==> src/sv/dpd_pkg.sv <==
package dpd_pkg;

  // Default geometry and queue sizing.
  localparam int COORD_BITS  = 12;
  localparam int STRIDE_BITS = 8;
  localparam int QUEUE_DEPTH = 2;

  // Configuration port.
  localparam int CFG_INDEX_W = 8;
  localparam logic [CFG_INDEX_W-1:0] REG_FRAME_WIDTH     = 8'd0;
  localparam logic [CFG_INDEX_W-1:0] REG_FRAME_HEIGHT    = 8'd1;
  localparam logic [CFG_INDEX_W-1:0] REG_SAMPLING_FORMAT = 8'd2;
  localparam logic [CFG_INDEX_W-1:0] REG_PRINCIPAL_POINT = 8'd3;
  localparam logic [CFG_INDEX_W-1:0] REG_INVERSE_FOCAL   = 8'd4;
  localparam logic [CFG_INDEX_W-1:0] REG_TRANSFORM_X     = 8'd5;
  localparam logic [CFG_INDEX_W-1:0] REG_TRANSFORM_Y     = 8'd6;
  localparam logic [CFG_INDEX_W-1:0] REG_TRANSFORM_Z     = 8'd7;

  // Bit positions inside sampling_and_format.
  localparam int FMT_F32    = 8;
  localparam int FMT_BIG    = 9;
  localparam int FMT_COLOUR = 10;
  localparam int FMT_BGR    = 11;
  localparam int FMT_XFORM  = 12;

  // Millimetre to 2^-32 m conversion: floor((2^29*mm + 62) / 125) is
  // RECIP_Q*mm + floor((37*mm + 62) * RECIP_M / 2^29).
  localparam logic [22:0] RECIP_Q = 23'd4294967;
  localparam logic [22:0] RECIP_M = 23'd4294968;

  // Translation term: floor((2^26*|t| + 62) / 125) is
  // TRANS_Q*|t| + floor((TRANS_R*|t| + 62) * RECIP_M / 2^29).
  localparam int TV_W = 35;
  localparam logic [19:0] TRANS_Q = 20'd536870;
  localparam logic [6:0]  TRANS_R = 7'd114;

  localparam logic [47:0] ZF_MAX    = 48'hFFFF_FFFF_FFFF;
  localparam logic [24:0] COUNT_MAX = 25'h1FF_FFFF;

  // Registers seen by the front part.
  typedef struct packed {
    logic [12:0] frame_width;
    logic [12:0] frame_height;
    logic [12:0] fmt;
    logic [23:0] cx;
    logic [23:0] cy;
  } dpd_front_cfg_t;

  // Registers seen by the back part.
  typedef struct packed {
    logic               xform;
    logic [23:0]        inv_fx;
    logic [23:0]        inv_fy;
    logic [63:0]        row_x;
    logic [63:0]        row_y;
    logic [63:0]        row_z;
    logic signed [35:0] tv_x;
    logic signed [35:0] tv_y;
    logic signed [35:0] tv_z;
  } dpd_back_cfg_t;

  // One classified pixel travelling from front to back.
  typedef struct packed {
    logic               have;
    logic               fend;
    logic               f32;
    logic [31:0]        depth;
    logic signed [24:0] dx;
    logic signed [24:0] dy;
    logic [23:0]        rgb;
    logic [24:0]        count;
  } dpd_entry_t;

  // Clamp a wide signed value to the int32 range.
  function automatic logic signed [31:0] sat32(input logic signed [47:0] v);
    logic signed [31:0] r;
    if (v > 48'sh0000_7FFF_FFFF) begin
      r = 32'sh7FFF_FFFF;
    end else if (v < -48'sh0000_8000_0000) begin
      r = -32'sh8000_0000;
    end else begin
      r = v[31:0];
    end
    return r;
  endfunction

endpackage

==> src/sv/dpd_front.sv <==
module dpd_front #(
  parameter int COORD_BITS  = dpd_pkg::COORD_BITS,
  parameter int STRIDE_BITS = dpd_pkg::STRIDE_BITS
) (
  input  logic                    clk,
  input  logic                    rst,
  input  dpd_pkg::dpd_front_cfg_t cfg,
  input  logic                    take,
  input  logic [31:0]             depth_word,
  input  logic [7:0]              color_byte_first,
  input  logic [7:0]              color_byte_second,
  input  logic [7:0]              color_byte_third,
  output logic                    push,
  output dpd_pkg::dpd_entry_t     entry
);

  localparam int SZW = (COORD_BITS + 1 > 13) ? COORD_BITS + 1 : 13;
  localparam logic [SZW-1:0] SIZE_LIM = SZW'(2 ** COORD_BITS);

  logic [COORD_BITS-1:0]  column_counter;
  logic [COORD_BITS-1:0]  row_counter;
  logic [STRIDE_BITS-1:0] column_phase;
  logic [STRIDE_BITS-1:0] row_phase;
  logic [24:0]            point_counter;

  logic [SZW-1:0]         w_eff, h_eff;
  logic                   last_col, last_row, fend;
  logic [STRIDE_BITS-1:0] stride;
  logic [STRIDE_BITS:0]   col_ph_inc, row_ph_inc;
  logic [15:0]            mm;
  logic [31:0]            fbits;
  logic                   f32, big, depth_ok, keep;
  logic [24:0]            count_inc;
  logic [23:0]            rgb;

  // Effective frame size and end-of-row and end-of-frame detection.
  always_comb begin
    w_eff = (cfg.frame_width == '0) ? SZW'(1) :
            ((SZW'(cfg.frame_width) > SIZE_LIM) ? SIZE_LIM : SZW'(cfg.frame_width));
    h_eff = (cfg.frame_height == '0) ? SZW'(1) :
            ((SZW'(cfg.frame_height) > SIZE_LIM) ? SIZE_LIM : SZW'(cfg.frame_height));
    last_col = SZW'(column_counter) >= w_eff - 1'b1;
    last_row = SZW'(row_counter) >= h_eff - 1'b1;
    fend     = last_col && last_row;
  end

  // Stride phases.
  always_comb begin
    stride     = (cfg.fmt[STRIDE_BITS-1:0] == '0) ? STRIDE_BITS'(1) :
                 cfg.fmt[STRIDE_BITS-1:0];
    col_ph_inc = {1'b0, column_phase} + 1'b1;
    row_ph_inc = {1'b0, row_phase} + 1'b1;
  end

  // Depth byte order and the drop rules.
  always_comb begin
    f32   = cfg.fmt[dpd_pkg::FMT_F32];
    big   = cfg.fmt[dpd_pkg::FMT_BIG];
    mm    = big ? {depth_word[7:0], depth_word[15:8]} : depth_word[15:0];
    fbits = big ? {depth_word[7:0], depth_word[15:8], depth_word[23:16], depth_word[31:24]}
                : depth_word;
    if (f32) begin
      depth_ok = !(fbits[31] || (fbits[30:23] == 8'hFF) ||
                   ((fbits[30:23] == 8'h00) && (fbits[22:0] == '0)));
    end else begin
      depth_ok = mm != '0;
    end
    keep = (column_phase == '0) && (row_phase == '0) && depth_ok;
  end

  // Colour packing and point count.
  always_comb begin
    if (keep && cfg.fmt[dpd_pkg::FMT_COLOUR]) begin
      rgb = cfg.fmt[dpd_pkg::FMT_BGR] ?
            {color_byte_third, color_byte_second, color_byte_first} :
            {color_byte_first, color_byte_second, color_byte_third};
    end else begin
      rgb = '0;
    end
    count_inc = (keep && (point_counter != dpd_pkg::COUNT_MAX)) ?
                point_counter + 1'b1 : point_counter;
  end

  // Queue entry.
  always_comb begin
    entry.have  = keep;
    entry.fend  = fend;
    entry.f32   = f32;
    entry.depth = f32 ? fbits : {16'h0000, mm};
    entry.dx    = $signed(25'({column_counter, 8'h00}) - {1'b0, cfg.cx});
    entry.dy    = $signed(25'({row_counter, 8'h00}) - {1'b0, cfg.cy});
    entry.rgb   = rgb;
    entry.count = count_inc;
  end

  assign push = take && (keep || fend);

  // Raster position and phases advance on every accepted pixel; the point count on kept ones.
  always_ff @(posedge clk) begin
    if (rst) begin
      column_counter <= '0;
      row_counter    <= '0;
      column_phase   <= '0;
      row_phase      <= '0;
      point_counter  <= '0;
    end else if (take) begin
      point_counter <= fend ? '0 : count_inc;
      if (last_col) begin
        column_counter <= '0;
        column_phase   <= '0;
        if (last_row) begin
          row_counter <= '0;
          row_phase   <= '0;
        end else begin
          row_counter <= row_counter + 1'b1;
          row_phase   <= (row_ph_inc >= {1'b0, stride}) ? '0 : row_ph_inc[STRIDE_BITS-1:0];
        end
      end else begin
        column_counter <= column_counter + 1'b1;
        column_phase   <= (col_ph_inc >= {1'b0, stride}) ? '0 : col_ph_inc[STRIDE_BITS-1:0];
      end
    end
  end

endmodule

==> config.mk <==
export PLATFORM = sky130hd
export DESIGN_NAME = dpd_front
export DESIGN_NICKNAME = d
export VERILOG_FILES = /design/src/sv/dpd_pkg.sv /design/src/sv/dpd_front.sv
export SDC_FILE = /design/constraint.sdc
export NUM_CORES = 1
export LEC_CHECK = 0
export BUFFER_PORTS_ARGS = -buffer_cell sky130_fd_sc_hd__buf_2
export CAP_MARGIN = 20
export CORE_MARGIN = 1.5
export CORE_UTILIZATION = 40
export DETAILED_ROUTE_END_ITERATION = 8
export PLACE_DENSITY = 0.66
export SYNTH_ARGS = -nofsm -noshare
export SYNTH_HDL_FRONTEND = slang
export SYNTH_SLANG_ARGS = --single-unit
==> constraint.sdc <==
create_clock -name clk -period 6.3 [get_ports clk]
set_input_delay 0 -clock clk [delete_from_list [all_inputs] [get_ports clk]]
set_output_delay 0 -clock clk [all_outputs]
set_load 0.05 [all_outputs]
# Word-level counts from Yosys, hierarchy flattened
# Index checks and enable logic that the tools add are counted.
# totals
input_bits	146
ff_bits	65
# op_classes
order_cmp	6
muxes	19
n_eq_ne	2
reduce_logical	20
n_addsub	9
# op_table
op	count
32-bit 2-to-1 mux	2
13-bit 2-to-1 mux	4
25-bit 2-to-1 mux	2
20-bit by 24-bit subtractor with 25-bit output	2
24-bit 2-to-1 mux	2
8-bit 2-to-1 mux	5
8-bit logical NOT	4
12-bit by 13-bit greater-or-equal comparator with 1-bit output	2
13-bit greater-than comparator, second input constant	2
13-bit logical NOT	2
13-bit by 1-bit subtractor with 13-bit output, second input constant	2
25-bit by 1-bit adder with 25-bit output, second input constant	1
25-bit inequality test, second input constant	1
12-bit by 1-bit adder with 12-bit output, second input constant	2
12-bit 2-to-1 mux	2
23-bit logical NOT	1
8-bit by 1-bit adder with 9-bit output, second input constant	2
9-bit by 8-bit greater-or-equal comparator with 1-bit output	2
16-bit 2-to-1 mux	1
16-bit nonzero test	1
8-bit == test, second input constant	1
1-bit logical AND	7
1-bit logical OR	3
2-bit AND reduction	1
2 further kinds	2

# Longest topological paths before layout
# Gate-level depths: netlist of run 1.
# logic_depth
depth_word	10
ltp_mapped	23

# Worst setup path after synthesis of run 1
# No wires, ideal clock.
# synth_path
path_type	input-to-output
start	in cfg[81] (netlist bit)
end	out push
setup_slack_ns	2.118
required_ns	6.300
arrival_time_ns	4.182
n_path_buf	3
path_stages	17
path_cell_list	or4_1 > or4_1 > nor2_1 > o21ai_0 > ha_1 > clkbuf_1 > nor2b_1 > o22ai_1 > a22oi_1 > ha_1 > nand4_1 > o31ai_1 > and2_1 > clkbuf_1 > nand2_1 > clkbuf_1 > a21oi_1
# synth_via
elab_chain_len	8
# synth_lines
item	line	rtl
start: declaration	dpd_front.sv:7	input dpd_pkg::dpd_front_cfg_t cfg,
13-bit greater-than comparator	dpd_front.sv:39	((SZW'(cfg.frame_width) > SIZE_LIM) ? SIZE_LIM : SZW'(cfg.frame_width));
13-bit 2-to-1 mux	dpd_front.sv:39	
13-bit 2-to-1 mux (*)	dpd_front.sv:38	w_eff = (cfg.frame_width == '0) ? SZW'(1) :
13-bit by 1-bit subtractor with 13-bit output (*)	dpd_front.sv:42	last_col = SZW'(column_counter) >= w_eff - 1'b1;
12-bit by 13-bit greater-or-equal comparator with 1-bit output (*)	dpd_front.sv:42	
1-bit logical AND (*)	dpd_front.sv:44	fend = last_col && last_row;
1-bit logical OR (*)	dpd_front.sv:96	assign push = take && (keep || fend);
1-bit logical AND (*)	dpd_front.sv:96	
end: declaration	dpd_front.sv:13	output logic push,
# Every way passes the cells marked *; elsewhere a longest branch is shown, timed or not.

# Worst setup path in the final report of run 1
# layout_path
start	in cfg[81] (netlist bit)
end	reg row_counter[6]
# layout_via
elab_chain_len	6
# layout_lines
item	line	rtl
13-bit greater-than comparator	dpd_front.sv:39	
13-bit 2-to-1 mux	dpd_front.sv:39	
13-bit 2-to-1 mux (*)	dpd_front.sv:38	
13-bit by 1-bit subtractor with 13-bit output (*)	dpd_front.sv:42	
12-bit by 13-bit greater-or-equal comparator with 1-bit output (*)	dpd_front.sv:42	
2-bit AND reduction (no line) (*)	--	
end signal: assignment	dpd_front.sv:115	row_counter <= row_counter + 1'b1;
end: declaration	dpd_front.sv:21	logic [COORD_BITS-1:0] row_counter;
# Marks and branches as above.
# A chain may end at the register's enable or synchronous reset.

==> results of run 1 <==
-- routing by layer --
metal	share of wire, %	GRT usage, %
met2	47	36.18
met1	47	28.62
met4	1.3	4.899
met5	0	0
met3	5.2	3.844
-- logic make-up after synthesis --
logic type / after synthesis / share of synthesized area, %
muxes: 48 / 5.891
xor gates and xnor gates: 103 / 11.00
adders and majority gates: 75 / 11.45
and+or+nand+nor: 466 / 31.53
AOI/OAI and AO/OA: 227 / 18.42
DFF: 65 / 15.87
buffers and inverters: 117 / 5.830
-- report_power, final --
group | leakage (nW) | internal [mW] | switching [mW]
registers | 0.524 | 0.414 | 0.00547
logic | 4.09 | 0.163 | 0.379
clock network | 0.162 | 0.366 | 0.190
-- area by class of cell --
cell class	instances	area (µm²)
fill	2037	10090
multi-input combinational	919	6425
timing repair buffer	283	1426
sequential	65	1301
tap	270	337.8
inverter	68	255.2
clock buffer	11	252.7
clock inverter	5	77.57
-- critical path, delay by kind of cell --
kind,cells,cell delay (ns)
buffers and inverters,2,0.61
AO/OA/AOI/OAI,6,1.41
AND/OR/NAND/NOR,7,2.25
adder cells (fa/ha/maj),2,0.65
-- registers in the layout (all words and copies together), names as in the netlist --
register,flops
row_counter,12
column_phase,8
column_counter,12
point_counter,25
row_phase,8
-- synth_stat cells (8+ instances only) --
library cell,number
nor2_1,129
a21oi_1,75
ha_1,75
inv_1,66
dfxtp_1,65
xnor2_1,63
nand2_1,51
mux2i_1,46
xor2_1,40
clkbuf_1,36
o21ai_0,34
nor3_1,33
nand3_1,31
nand4_1,29
nor2b_1,29
nor4_1,29
nand2b_1,23
and3_1,21
or4_1,21
or3_1,14
a21o_1,13
a211oi_1,10
o21a_1,10
and2_1,9
nor3b_1,9
o31ai_1,9
a31oi_1,8
-- stage by stage --
| stage | hold WS [ns] | util (%) | total power, mW | area, µm² | setup slack (ns) |
|---|---|---|---|---|---|
| floorplan | 0.1671 | - | 0.8108 | 8198 | 2.118 |
| global placement | 0.3195 | 48.32 | 0.9654 | 9746 | 1.357 |
| detailed placement | 0.3214 | 48.32 | 0.9702 | 9746 | 1.293 |
| CTS | 0.2411 | 49.96 | 1.531 | 10080 | 1.612 |
| global route | 0.3036 | 49.96 | 1.588 | 10080 | 1.229 |
| finish | 0.2523 | 49.96 | 1.518 | 10080 | 1.564 |
-- final timing paths --
path | end | slack [ns] | depth (start not counted)
hold reg to reg | point_counter[22] | 0.52 | 1
hold / removal | column_counter[1] | 0.25 | 3
setup / recovery | row_counter[6] | 1.56 | 17
setup reg to reg | row_counter[6] | 2.87 | 11
==> impl_metrics.json, run 1 <==
{
  "syn_area_mm2": 0.008198,
  "min_path_type": "in -> reg",
  "wl_um": 23920,
  "drc": 0,
  "regToRegStartpoint": "row_counter[0]",
  "chipHeight_um": 146.2,
  "crit_arrival_ns": 4.94,
  "syn_to_final_growth_pct": 22.91,
  "synthTopCellsByArea": "dfxtp_1, ha_1, xnor2_1",
  "ant_nets": 0,
  "layout_commonest_cell": "buf_2",
  "io_buffers": 279,
  "path_cells": "buf_2, or4_1, or4_1, nor2_1, o21ai_0, ha_1, nor2b_1, a31oi_1, o21ai_0, ha_1, o21ai_0, a211oi_1, and2_1, nand2_1, inv_2, a21o_1, nor2_1",
  "syn-num-nets": 1322,
  "finalWeightedCongestion": 0.8750,
  "finalSetupViolations": 0,
  "n_antenna_cell": 0,
  "worst_setup_path_start_kind": "input port",
  "ys_types": 81,
  "max_slew_margin_pct": 38.28,
  "timing.final.crit_share_pct": 75.17,
  "hold_buffers": 0,
  "grt_pass1_vias": 8161,
  "hpwl_um": 18700,
  "tightest_slew_ns": 0.9258,
  "cts_tree": "yes",
  "grt_pass1_wl_um": 39090,
  "power_density_mw_per_mm2": 150.6,
  "grt_max_degree": 63,
  "pin_count": 281,
  "finalNonFillerCells": 1621,
  "synth_flop_cell": "dfxtp_1",
  "ys_seq_area_share_pct": 15.87,
  "chipWidth_um": 146.2,
  "drive_above_1_share_pct": 24.50,
  "cts_made_buffers": 9,
  "cts_root_buffer": "clkbuf_16",
  "start_util_pct": 40.65,
  "viasPerCell": 5.492,
  "crit_required_ns": 6.51,
  "worstSetupPathType": "in -> reg",
  "syn_avg_cell_area_um2": 7.446,
  "async_flop_share_pct": 0,
  "synth_top_area_share_pct": 15.87,
  "finalSetupTns_ns": 0,
  "path_clk_slew_ns": 0.06,
  "ys_ff_latch": 65,
  "routedWlPerCell_um": 14.75,
  "antenna_found_initial": 0,
  "hold_viol": 0,
  "min_from": "take",
  "finalCriticalPeriod_ns": 4.736,
  "crit_start": "cfg[81]",
  "htree_num_levels": 3,
  "slowest_stage": "or4_1",
  "ctsResizeCount": 0,
  "cts_sinks": 65,
  "core_mm2": 0.02017,
  "status": "finished clean",
  "firstDrtPassIters": 4,
  "yosys_warnings": 0,
  "postCtsSetupRepairBufs": 0,
  "synth_area_leader_cell": "dfxtp_1",
  "fp.dieArea_mm2": 0.02136,
  "leakagePower_nw": 4.772,
  "max_stage_delay_ns": 0.55,
  "synthCells": 1101,
  "drt_iter0_drc": 463,
  "dp.cells": 1605,
  "clkLatencyLatePin_ns": 0.34,
  "skew_ns": 0.007079,
  "num_vias": 8903,
  "cp-end-kind": "flip-flop",
  "clock_path_buffers": 2,
  "nets": 1567,
  "synth_edf_count": 0,
  "peakVddDrop_mv": 0.09174,
  "finalMaxSlewViolations": 0,
  "cpMostUsedCell": "o21ai_0",
  "timing.fmax_ghz": 0.2112,
  "cap_violations": 0,
  "rsz0062_at_grt": "no",
  "overflow": 0,
  "grt_use_total_pct": 21.53,
  "rows": 52,
  "layout_common_cells": "buf_2, nor2_1, a21oi_1, ha_1, inv_1",
  "crit_fanout": 19
}
Power figures use the tool's default switching activity.
==> run 2: changes to the inputs <==
Settings changed: PLACE_DENSITY 0.66 to 0.69.
Clock period 6.3 ns to 4.3 ns, I/O delays scaled along.
==> run 2 against run 1 <==
- register-to-register slack lost 1.8 ns
- non-clock buffer count increased by 13
- wire length is 0.72% lower
- power up 38%
- sequential power grew 47%
- largest cell class unchanged
- combinational power grew 47%
- sequential share of layout area is 0.092 points lower
- critical path depth is 1 higher
==> impl_metrics.json, run 2 (synthesis results as in run 1) <==
{
  "p_int_mw": 1.269,
  "use_met1_pct": 29.37,
  "n_antenna_cell": 0,
  "finalSetupTns_ns": 0,
  "htree_num_levels": 3,
  "path_clk_slew_ns": 0.06,
  "p_seq_share_pct": 29.3,
  "cts_made_buffers": 9,
  "reg2reg_slack_ns": 1.12,
  "power_density_mw_per_mm2": 206.8,
  "p_comb_share_pct": 38.1,
  "power.share.switching_pct": 39.52,
  "finalMaxSlewViolations": 0,
  "regToRegStartpoint": "column_phase[0]",
  "ff2ff_path_depth": 11,
  "syn_to_final_growth_pct": 23.79,
  "finalWeightedCongestion": 0.9290,
  "chipWidth_um": 146.2,
  "crit_fanout": 11,
  "drt_iter0_drc": 455,
  "overflow": 0,
  "pin_count": 281,
  "hold_viol": 0,
  "drive_above_1_share_pct": 25.15,
  "p_clk_share_pct": 32.6,
  "num_vias": 8973,
  "top_regs": "point_counter (25), column_counter (12), row_counter (12)",
  "grt_max_degree": 61,
  "grt_pass1_vias": 8041,
  "skew_ns": 0.007741,
  "start_util_pct": 40.65,
  "chipHeight_um": 146.2,
  "layout_commonest_cell": "buf_2",
  "viasPerCell": 5.491,
  "finalSetupViolations": 0,
  "rsz0062_at_grt": "no",
  "rows": 52,
  "whs_endpoint": "column_phase[7]",
  "nets": 1580,
  "cts_sinks": 65,
  "drc": 0,
  "min_path_type": "in -> reg",
  "ant_nets": 0,
  "status": "finished clean",
  "busiest_layer": "met2",
  "switching_power_mw": 0.8294,
  "wl_um": 23750,
  "cp-end-kind": "flip-flop",
  "peakVddDrop_mv": 0.1805,
  "clkLatencyLatePin_ns": 0.33,
  "fill_cells": 1969,
  "io_buffers": 279,
  "firstDrtPassIters": 5,
  "cts_root_buffer": "clkbuf_16",
  "regMostFlops": "point_counter",
  "layout_common_cells": "buf_2, nor2_1, a21oi_1, ha_1, inv_1",
  "cap_violations": 0,
  "fp.dieArea_mm2": 0.02136,
  "multiInputGateArea_mm2": 0.006430,
  "postCtsSetupRepairBufs": 0,
  "crit_required_ns": 4.54,
  "antenna_found_initial": 0,
  "worst_setup_path_start_kind": "input port",
  "min_from": "rst",
  "worstHoldPathCells": 2,
  "worstSetupPathType": "in -> reg",
  "largest_register_ffs": 25,
  "grt_pass1_wl_um": 38520,
  "cts_tree": "yes",
  "grt_use_total_pct": 21.18,
  "met3_usage_pct": 2.219,
  "timing.final.crit_share_pct": 92.17,
  "crit_arrival_ns": 4.21,
  "post-route-util_pct": 50.32,
  "routedWlPerCell_um": 14.53,
  "hpwl_um": 18830,
  "clock_path_buffers": 2,
  "tightest_slew_ns": 0.9317,
  "timing.fmax_ghz": 0.2523,
  "leakagePower_nw": 4.822,
  "core_mm2": 0.02017,
  "use_met2_pct": 35.26,
  "register_area_mm2": 0.001301,
  "max_slew_margin_pct": 37.89,
  "finalCriticalPeriod_ns": 3.963,
  "r2r-end": "column_phase[4]"
}
run 2: changes by cell type in the layout (fill, tap and decap cells not counted), moves of 2 or more:
cell	change
buf_4	+11
buf_12	+2
bufinv_16	-2
clkbuf_1	+2
run 2: critical path: stages:
cell and delay (ns):
buf_2 0.13, or4_1 0.55, or4_1 0.45, nor2_1 0.16, o21ai_0 0.13, ha_1 0.33
nor2b_1 0.20, nand3_1 0.09, o211ai_1 0.10, ha_1 0.33, a211oi_1 0.22, o211ai_1 0.12
a31oi_1 0.19, o31ai_2 0.12, nand2_1 0.10, o21ai_1 0.27, or4_2 0.64, o31ai_1 0.08
run 2: worst max path at each step:
stage / slack [ns] / start / cells after the start / endpoint
global placement: 0.06 / cfg[81] / 18 / point_counter[2]
detailed placement: 0.04 / cfg[81] / 18 / point_counter[2]
floorplan: 0.12 / cfg[81] / 17 / push
finish: 0.34 / cfg[81] / 18 / point_counter[2]
CTS: 0.30 / cfg[81] / 17 / push
global route: 0.04 / cfg[81] / 18 / push
run 2: layer usage:
metal | wire [µm] | vias to the layer above | share of wire [%]
met2 | 11040 | 296 | 47
met4 | 320 | 0 | 1.3
li1 | - | 4552 | -
met1 | 11070 | 4094 | 47
met3 | 1309 | 31 | 5.5
met5 | 0 | - | 0
run 2: power groups by stage:
stage,Sequential [mW],Clock (mW),Combinational (mW)
2_1_floorplan,0.625,0,0.563
3_3_place_gp,0.629,0,0.786
3_5_place_dp,0.628,0,0.792
4_1_cts,0.615,0.694,0.796
5_1_grt,0.616,0.723,0.858
6_report,0.616,0.684,0.799
run 2: metrics by stage:
stage | power [mW] | setup WS [ns] | instances | hold WS (ns) | instance area (µm²)
after floorplan | 1.188 | 0.1183 | 1101 | 0.1671 | 8198
after global placement | 1.414 | 0.05975 | 1617 | 0.3226 | 9848
after detailed placement | 1.421 | 0.03586 | 1617 | 0.3253 | 9848
after CTS | 2.105 | 0.2970 | 1633 | 0.2381 | 10120
after global routing | 2.197 | 0.03978 | 1634 | 0.05810 | 10150
final | 2.099 | 0.3368 | 1634 | 0.04150 | 10150
run 2: cell type report:
cell class | count | share of cell area, %
clock inverters | 3 | 0.1479
repair buffers | 296 | 15.26
flip-flops and latches | 65 | 12.82
multi-input cells | 919 | 63.36
well taps | 270 | 3.329
clock buffers | 13 | 2.564
inverters | 68 | 2.515
run 2: what timing repair did:
item	4_1_cts	5_1_grt
hold buffers	0	0
gates resized for setup	0	1
endpoints found under the setup margin	0	1
==> run 3: changes to the inputs <==
Settings changed: CAP_MARGIN 20 to default, CELL_PAD_IN_SITES_DETAIL_PLACEMENT from default to 0, CELL_PAD_IN_SITES_GLOBAL_PLACEMENT from default to 1, CORE_UTILIZATION 40 to 33, PLACE_DENSITY 0.69 to default, PLACE_DENSITY_LB_ADDON from default to 0.1.
==> run 3 against run 2 <==
- design area is 1.8% higher
- count of clock-buffer cells in the layout fell by 3
- hold slack better by 0.17 ns
- critical path depth grew 1
- sequential power is essentially flat
- power rose by 6.6%
- die area up 21%
- worst setup slack improved by 0.051 ns
- first-iteration DRC count down 5.9%
- cell count up 3.8%
- utilization fell by 7.8 points
- register-to-register slack lost 0.26 ns
- largest cell class unchanged
==> impl_metrics.json, run 3 (synthesis results as in run 1) <==
{
  "finalSetupViolations": 0,
  "leakagePower_nw": 4.879,
  "finalMaxSlewViolations": 0,
  "worstSetupPathType": "in -> out",
  "finalSetupTns_ns": 0,
  "n_antenna_cell": 0,
  "rsz0062_at_grt": "no",
  "path_clk_slew_ns": 0.06,
  "antenna_found_initial": 0,
  "p_seq_share_pct": 27.5,
  "fill_cells": 2603,
  "finalWeightedCongestion": 0.8225,
  "nets": 1588,
  "worstHoldPathCells": 5,
  "placed_area_mm2": 0.009996,
  "max_stage_delay_ns": 0.55,
  "max_slew_margin_pct": 21.89,
  "crit_required_ns": 4.30,
  "post-route-util_pct": 42.49,
  "cp-end-kind": "output port",
  "p_int_mw": 1.367,
  "switching_power_mw": 0.8700,
  "grt_pass1_vias": 8134,
  "hpwl_um": 20080,
  "firstDrtPassIters": 7,
  "clkLatencyLatePin_ns": 0.35,
  "overflow": 0,
  "cts_tree": "yes",
  "drt_iter0_drc": 428,
  "dp_slack_ns": 0.05537,
  "cts_sinks": 65,
  "wl_um": 25540,
  "p_clk_share_pct": 36.3,
  "ant_nets": 0,
  "timing.final.crit_share_pct": 90.98,
  "layout_commonest_cell": "buf_2",
  "crit_arrival_ns": 3.91,
  "rows": 57,
  "drc": 0,
  "chipWidth_um": 160.6,
  "grt_use_total_pct": 19.23,
  "largest_register_ffs": 25,
  "r2r-end": "point_counter[17]",
  "regToRegStartpoint": "row_phase[0]",
  "pin_count": 281,
  "power_density_mw_per_mm2": 216.5,
  "postCtsSetupRepairBufs": 0,
  "fp.dieArea_mm2": 0.02580,
  "dp.cells": 1680,
  "cts_root_buffer": "clkbuf_16",
  "syn_to_final_growth_pct": 26.05,
  "multiInputGateArea_mm2": 0.006440,
  "register_area_mm2": 0.001301,
  "timing.fmax_ghz": 0.2556,
  "worst_setup_path_start_kind": "input port",
  "viasPerCell": 5.177,
  "ff2ff_path_depth": 10,
  "crit_fanout": 11,
  "cts_made_buffers": 9,
  "whs_endpoint": "column_counter[1]",
  "routedWlPerCell_um": 15.06,
  "setup_ws_ns": 0.3880,
  "cap_violations": 0,
  "final_cell_area_mm2": 0.01033,
  "slowest_stage": "or4_1",
  "top_regs": "point_counter (25), column_counter (12), row_counter (12)",
  "core_mm2": 0.02432,
  "io_buffers": 279,
  "hold_buffers": 0,
  "skew_ns": 0.01000,
  "layout_common_cells": "buf_2, nor2_1, a21oi_1, ha_1, inv_1",
  "hold_viol": 0,
  "num_vias": 8780,
  "drive_above_1_share_pct": 25.87,
  "tightest_slew_ns": 1.172,
  "chipHeight_um": 160.6,
  "regMostFlops": "point_counter",
  "path_cells": "buf_2, or4_1, or4_1, nor2_1, o21ai_0, ha_2, nor2b_1, nand3_1, o211ai_1, ha_1, a211oi_1, o211ai_1, a31oi_1, o31ai_2, and2_4, nand2_1, buf_4, a21oi_1, clkbuf_4",
  "finalNonFillerCells": 1696,
  "p_comb_share_pct": 36.2,
  "start_util_pct": 33.71,
  "grt_pass1_wl_um": 41010,
  "min_path_type": "in -> reg",
  "peakVddDrop_mv": 0.1866,
  "status": "finished clean",
  "min_from": "take",
  "clock_path_buffers": 2,
  "grt_max_degree": 61,
  "finalCriticalPeriod_ns": 3.912,
  "reg2reg_slack_ns": 0.86,
  "power.share.switching_pct": 38.90,
  "htree_num_levels": 3
}
==> run 3: cell types whose count changed in the layout (fill, tap and decap cells not counted), moves of 2 or more <==
cell and delta:
buf_4 +8, bufinv_16 +2, clkbuf_8 -2, clkinv_2 -2
clkinv_4 +2
==> run 3: worst max-delay path: cells and delay by family <==
family / cells / cell delay (ns)
fa+ha+maj: 2 / 0.59
buf+inv: 3 / 0.55
simple gates: 7 / 1.71
compound gates: 7 / 1.06
==> run 3: repair_timing <==
item / in CTS / in global routing
hold endpoints to repair: 0 / 0
setup endpoints to repair: 0 / 2
resized for setup: 0 / 5
==> run 3: worst max path at each step <==
stage                       start                end  slack [ns]  depth (start not counted)
final                     cfg[81]               push        0.39                         19
after global routing      cfg[81]               push        0.05                         17
after CTS                 cfg[81]               push        0.14                         17
after detailed placement  cfg[81]  point_counter[20]        0.06                         20
after global placement    cfg[81]    row_counter[11]        0.07                         19
after floorplan           cfg[81]               push        0.12                         17
==> run 3: layout make-up <==
class	instances	area share, %
inverter	68	2.470
multi-input combinational	919	62.32
tap	324	3.923
timing repair buffer	304	15.60
clock inverter	6	0.8839
sequential	65	12.59
clock buffer	10	2.216
==> run 3: stage by stage <==
stage / power [mW] / hold slack, ns
after detailed placement: 1.438 / 0.3214
final: 2.237 / 0.2165
after CTS: 2.264 / 0.2087
after floorplan: 1.188 / 0.1671
after global routing: 2.351 / 0.2735
after global placement: 1.436 / 0.3241
==> run 3: per-layer routing <==
| metal | track usage, % | vias up | share of wire (%) |
|---|---|---|---|
| met5 | 0 | - | 0 |
| met1 | 25.89 | 4016 | 48 |
| met2 | 32.68 | 186 | 47 |
| met3 | 2.996 | 11 | 3.9 |
| met4 | 3.271 | 0 | 0.65 |
| li1 | - | 4567 | - |
==> run 3: power groups by stage <==
| stage | registers (mW) | logic [mW] | clock network, mW |
|---|---|---|---|
| floorplan | 0.625 | 0.563 | 0 |
| global placement | 0.628 | 0.808 | 0 |
| detailed placement | 0.628 | 0.810 | 0 |
| CTS | 0.615 | 0.812 | 0.837 |
| global route | 0.616 | 0.873 | 0.862 |
| finish | 0.615 | 0.809 | 0.813 |
